[src/rtl/core/sgi_pkg.sv]
// Shared types for the 2D segment intersection pipeline.
// No dependencies.
package sgi_pkg;

  typedef enum logic {
    MODE_RAY = 1'b0,
    MODE_SEG = 1'b1
  } mode_t;

endpackage

[src/rtl/core/sgi_divider.sv]
// Pipelined signed divider, one quotient bit per stage, truncating toward zero.
// Depends on sgi_pkg.
module sgi_divider #(
  parameter int NUM_WIDTH = 68,
  parameter int DEN_WIDTH = 35,
  parameter int Q_WIDTH   = 17,
  parameter int TAG_WIDTH = 8
) (
  input  logic                        clk,
  input  logic                        rst,
  input  logic                        in_valid,
  input  logic signed [NUM_WIDTH-1:0] num,
  input  logic signed [DEN_WIDTH-1:0] den,
  input  logic        [TAG_WIDTH-1:0] in_tag,
  output logic                        out_valid,
  output logic signed [Q_WIDTH-1:0]   quo,
  output logic        [TAG_WIDTH-1:0] out_tag
);
  import sgi_pkg::*;

  localparam int RW = DEN_WIDTH + 1;

  // Quotient magnitude fits in Q_WIDTH bits, so only Q_WIDTH steps are needed.
  logic                 v   [Q_WIDTH+1];
  logic [RW-1:0]        rem [Q_WIDTH+1];
  logic [Q_WIDTH-1:0]   q   [Q_WIDTH+1];
  logic [DEN_WIDTH-1:0] d   [Q_WIDTH+1];
  logic [NUM_WIDTH-1:0] n   [Q_WIDTH+1];
  logic                 neg [Q_WIDTH+1];
  logic [TAG_WIDTH-1:0] tag [Q_WIDTH+1];

  always_ff @(posedge clk) begin
    if (rst) begin
      v[0] <= 1'b0;
    end else begin
      v[0] <= in_valid;
    end
    n[0]   <= num[NUM_WIDTH-1] ? NUM_WIDTH'(-num) : NUM_WIDTH'(num);
    d[0]   <= den[DEN_WIDTH-1] ? DEN_WIDTH'(-den) : DEN_WIDTH'(den);
    neg[0] <= num[NUM_WIDTH-1] ^ den[DEN_WIDTH-1];
    tag[0] <= in_tag;
    rem[0] <= '0;
    q[0]   <= '0;
  end

  for (genvar i = 0; i < Q_WIDTH; i++) begin : g_step
    localparam int B = Q_WIDTH - 1 - i;
    logic [RW-1:0] trial;
    logic [RW:0]   diff;
    always_comb begin
      if (i == 0) begin
        trial = RW'(n[i] >> B);
      end else begin
        trial = {rem[i][RW-2:0], n[i][B]};
      end
      diff = {1'b0, trial} - {2'b00, d[i]};
    end
    always_ff @(posedge clk) begin
      if (rst) begin
        v[i+1] <= 1'b0;
      end else begin
        v[i+1] <= v[i];
      end
      rem[i+1] <= diff[RW] ? trial : diff[RW-1:0];
      q[i+1]   <= {q[i][Q_WIDTH-2:0], ~diff[RW]};
      d[i+1]   <= d[i];
      n[i+1]   <= n[i];
      neg[i+1] <= neg[i];
      tag[i+1] <= tag[i];
    end
  end

  assign out_valid = v[Q_WIDTH];
  assign quo       = neg[Q_WIDTH] ? Q_WIDTH'(-q[Q_WIDTH]) : Q_WIDTH'(q[Q_WIDTH]);
  assign out_tag   = tag[Q_WIDTH];
endmodule

[config.mk]
export PLATFORM = sky130hd
export DESIGN_NAME = sgi_divider
export DESIGN_NICKNAME = d
export VERILOG_FILES = /design/src/rtl/core/sgi_pkg.sv /design/src/rtl/core/sgi_divider.sv
export SDC_FILE = /design/constraint.sdc
export NUM_CORES = 2
export LEC_CHECK = 0
export BUFFER_PORTS_ARGS = -buffer_cell sky130_fd_sc_hd__buf_2
export CAP_MARGIN = 10
export CORE_MARGIN = 1.5
export CORE_UTILIZATION = 55
export DETAILED_ROUTE_END_ITERATION = 16
export HOLD_SLACK_MARGIN = 0.03
export MAX_ROUTING_LAYER = met4
export PLACE_DENSITY = 0.74
export SETUP_SLACK_MARGIN = 0.15
export SLEW_MARGIN = 20
export SYNTH_ARGS = -nofsm -noshare
export SYNTH_HDL_FRONTEND = slang
export SYNTH_SLANG_ARGS = --single-unit
[constraint.sdc]
create_clock -name clk -period 5.75 [get_ports clk]
set_clock_uncertainty 0.05 [all_clocks]
set_input_delay 1.725 -clock clk [delete_from_list [all_inputs] [get_ports clk]]
set_output_delay 1.725 -clock clk [all_outputs]
set_load 0.02 [all_outputs]
# Word level (Yosys, flattened, before mapping)
# Memory sizes are Yosys's and may differ from the RTL's.
# Index checks and enable logic that the tools add are counted.
# word_totals
ramBits	2988
mem_count	7
register_bits	0
out_inout_bits	26
# mem_list
name	words	word_bits	read_ports	rd_ports_with_merged_regs	write_ports	line_no	rtl
n	18	68	17	0	18	sgi_divider.sv:28	logic [NUM_WIDTH-1:0] n [Q_WIDTH+1];
rem	18	36	16	0	18	sgi_divider.sv:25	logic [RW-1:0] rem [Q_WIDTH+1];
d	18	35	17	0	18	sgi_divider.sv:27	logic [DEN_WIDTH-1:0] d [Q_WIDTH+1];
q	18	17	18	0	18	sgi_divider.sv:26	logic [Q_WIDTH-1:0] q [Q_WIDTH+1];
tag	18	8	18	0	18	sgi_divider.sv:30	logic [TAG_WIDTH-1:0] tag [Q_WIDTH+1];
neg	18	1	18	0	18	sgi_divider.sv:29	logic neg [Q_WIDTH+1];
1 more memories	-	-	-	-	-	-	
# classes
mux	41
n_bitwise	36
n_addsub	20
# op_table
cell	n
$sub A36 B35 Y37	17
$mux W36	17
$mux W68	1
$neg A68 Y68	1
$mux W35	1
$neg A35 Y35	1
$mux W1	21
$or A1 B1 Y1	18
$mux W17	1
$neg A17 Y17	1
$not A1 Y1	17
$xor A1 B1 Y1	1

# Logic depth before layout (Yosys ltp)
# logic_depth
ltp_word	3
depth_mapped	17

# Least setup slack after synthesis
# No wires, ideal clock.
# synth_path
path_kind	input to register
from	input num[9]
to	memory n[0][45]
setup_time_ns	0.072
path_slack_ns	-0.100
required_ns	5.628
arrival_time_ns	5.727
cell_stages	12
cell_sequence	or4_4 -> or3_4 -> or3_4 -> or3_4 -> or3_4 -> or3_4 -> or3_4 -> or4_1 -> or4_1 -> buf_6 -> o31ai_2 -> xnor2_1
# synth_lines
item	line_no	rtl
start: declaration	sgi_divider.sv:12	input logic signed [NUM_WIDTH-1:0] num,
end: declaration	sgi_divider.sv:28	

==> out/qor.yml <==
power_and_ir_drop:
  power_uw: 51800
  power_density_nw_per_um2: 654
  peakVddDrop_mv: 0.325
  p_leak_uw: 0.0364
clock_tree:
  htree_num_levels: 4
  cts_buffer_depth: 3
  cts.sinks: 1676
  insertion_delay_ns: 0.79
  cts_made_buffers: 166
  tritoncts: "done"
  clkSlewWorstSetupHoldPaths_ns: 0.06
  root_buffer: "clkbuf_16"
  postCtsHoldBufs: 0
detailed_routing:
  routed_via_density: 5.36
  avgRoutedWirePerCell_um: 14.2
  drtPass1Iterations: 5
  drtIter0Drc: 2664
  wirelength_um: 135000
  via_count: 51000
  drc_errors: 0
  ant_nets: 0
grt:
  grt_use_total_pct: 21.0
  antenna_found_initial: 0
  grt_max_degree: 71
  gr-total-overflow: 0
  grt_pass1_vias: 51300
  grt_pass1_wl_um: 228000
floorplan:
  die_h_um: 363
  coreArea_um2: 128000
  core.rowCount: 131
  die_x_um: 363
  io_pins: 140
  dieArea_um2: 131000
  start_util_pct: 55.6
sta:
  slew_violations: 0
  rsz0062_at_grt: "yes"
  fin_crit_ns: 5.46
  worstMarginPinSlew_ns: 1.07
  hold_viol: 0
  period_share_pct: 95.0
  timing.fmax_mhz: 183
  relSlewSlack_pct: 28.8
  finalSetupViolCount: 0
final_layout:
  area_delta_synth_final_pct: 11.5
  regArea_um2: 33600
  layout-drive-gt1-share_pct: 8.26
  fill_cells: 10400
  multi_input_area_um2: 34200
  design_area_um2: 79300
  antenna_cells: 0
  final_nets: 8445
yosys:
  syn_nets: 8279
  synth-simple-area-share_pct: 11.0
  syn_area_per_cell_um2: 9.41
  synth_cell_types: 80
  synth_top_family_by_area: "compound AO/OA/AOI/OAI gates"
  synth_top_area_share_pct: 47.2
  post-synth-top-count-cell: "dfxtp_1"
  synth_seq_area_share_pct: 47.2
  synth-compound-area-share_pct: 17.5
  ys_ff_latch: 1676
  synth_edf_count: 0
  syn_inst: 7552
  synth_area_um2: 71100
  synthArstFlopShare_pct: 0
  ys_top_cells_by_count: "1676 x dfxtp_1, 732 x inv_1, 625 x a21oi_1"
  synth_top_cell_by_area: "dfxtp_1"
  synth_xor_xnor_area_share_pct: 6.89
  synth.area.mux_share_pct: 1.70
  yosysWarnings: 0
  synth.area.top_cells: "dfxtp_1 47%, ha_1 11%, a21oi_1 4.4%, xnor2_1 4.2%, inv_1 3.9%"
  synthFlopType: "dfxtp_1"
  synth_fa_ha_area_share_pct: 11.0
placement:
  place_hpwl_um: 103000
  routabilityCongestion: 0.942
  io_buffer_count: 124
  place_area_um2: 73600
setup_path:
  endpoint_kind: "flop"
  cp_cell_sequence: "buf_2 > or4_4 > or3_4 > or3_4 > or3_4 > or3_4 > or3_4 > or3_4 > or4_1 > or4_1 > buf_4 > o31ai_2 > xnor2_1"
  r2r_start: "n[10][6]"
  cp-start-kind: "input port"
  crit_type: "input port to flop"
  worst-r2r-setup-slack_ns: 0.89
  crit_slowest_cell: "or4_4"
  max_stage_delay_ns: 0.55
  worst-path-max-fanout: 6
  crit_top_cell: "or3_4"
  reg2reg_depth: 16
  critical_path_required_ns: 6.42
  reg2reg_to: "rem[11][4]"
  arrival_ns: 6.13
worst_hold_path:
  min_path_type: "flop to flop"
  whs_path_depth: 0
  hold_start: "q[7][3]"
  holdPathEnd: "q[8][4]"
run_status:
  outcome: "finished, final reports clean"
flow_run:
  drv_cap: 0
==> sequential cells by signal (all words and copies together), names as in the netlist <==
register,flops
neg,18
v,18
q,153
d,595
n,188
rem,560
tag,144
==> power by group <==
| part | internal [µW] | leakage [µW] | switching, µW |
|---|---|---|---|
| Combinational | 10700 | 0.0195 | 13500 |
| Sequential | 15200 | 0.0141 | 1670 |
| Clock | 6320 | 0.00277 | 4480 |
| Total | 32200 | 0.0364 | 19600 |
==> cell families after synthesis <==
logic type / count (synthesis)
AOI/OAI and AO/OA: 2010
xor gates and xnor gates: 559
adders and majority gates: 613
buffers and inverters: 909
DFF: 1676
muxes: 108
and+or+nand+nor: 1677
==> worst max-delay path, delay by kind of cell <==
| family | cells | cell delay [ns] |
|---|---|---|
| buffers and inverters | 2 | 0.31 |
| xor gates and xnor gates | 1 | 0.15 |
| and+or+nand+nor | 9 | 3.70 |
| AOI/OAI and AO/OA | 1 | 0.24 |
==> final cells by class <==
class                   count  share of cell area [%]
well taps                1662                    2.62
repair buffers            174                    1.29
clock inverters            77                    1.19
clock buffers             226                    5.95
inverters                 733                    3.47
multi-input cells        4967                    43.2
flip-flops and latches   1676                    42.3
==> stage by stage <==
step                      hold slack, ns  setup TNS (ns)  instances  util (%)  setup WS (ns)
after floorplan                    0.260          -0.462       7552         -        -0.0996
after global placement             0.260           -5.08       9212      57.6         -0.488
after detailed placement           0.262           -5.53       9212      57.6         -0.530
after CTS                          0.259               0       9515      62.0          0.311
after global routing               0.265               0       9515      62.0          0.146
final                              0.264               0       9515      62.0          0.286
==> routing by layer <==
metal | share of wire (%) | GRT usage, % | vias to the layer above
met5 | 0 | - | -
met4 | 4.1 | 9.98 | 0
met3 | 3.0 | 2.91 | 407
met2 | 52 | 39.4 | 1046
met1 | 41 | 21.4 | 23300
li1 | - | - | 26300
==> placed cells by master, fill, tap and decap left out, drive strengths merged, types with 14 or more instances in the layout <==
| cell type | Yosys | layout |
|---|---|---|
| a211o | 18 | 18 |
| a211oi | 55 | 55 |
| a21boi | 18 | 18 |
| a21o | 270 | 270 |
| a21oi | 625 | 625 |
| a31o | 22 | 22 |
| a31oi | 64 | 64 |
| a41oi | 14 | 14 |
| and2 | 19 | 19 |
| and3 | 46 | 46 |
| buf | 22 | 174 |
| clkbuf | 154 | 226 |
| clkinv | 0 | 49 |
| dfxtp | 1676 | 1676 |
| fa | 16 | 16 |
| ha | 597 | 597 |
| inv | 733 | 740 |
| mux2 | 101 | 101 |
| nand2 | 524 | 524 |
| nand2b | 102 | 102 |
| nand3 | 87 | 87 |
| nand4 | 61 | 61 |
| nor2 | 523 | 523 |
| nor2b | 103 | 103 |
| nor3 | 78 | 78 |
| o211ai | 29 | 29 |
| o21a | 85 | 85 |
| o21ai | 539 | 539 |
| o21bai | 40 | 40 |
| o31a | 15 | 15 |
| o31ai | 75 | 75 |
| o41ai | 23 | 23 |
| or2 | 26 | 26 |
| or3 | 51 | 51 |
| or4 | 19 | 19 |
| xnor2 | 338 | 338 |
| xor2 | 221 | 221 |
==> what timing repair did <==
item | CTS | global route
setup endpoints to repair | 0 | 1
gates resized for setup | 0 | 1
setup buffers | 0 | 0
==> worst max-delay path by stage <==
| stage | startpoint | endpoint | cells past startpoint |
|---|---|---|---|
| after detailed placement | num[9] | n[0][45] | 13 |
| after CTS | num[9] | n[0][45] | 13 |
| after global routing | num[9] | n[0][47] | 13 |
| final | num[9] | n[0][45] | 13 |
| after floorplan | num[9] | n[0][45] | 12 |
| after global placement | num[9] | n[0][51] | 13 |
(Power assumes the default switching activity.)
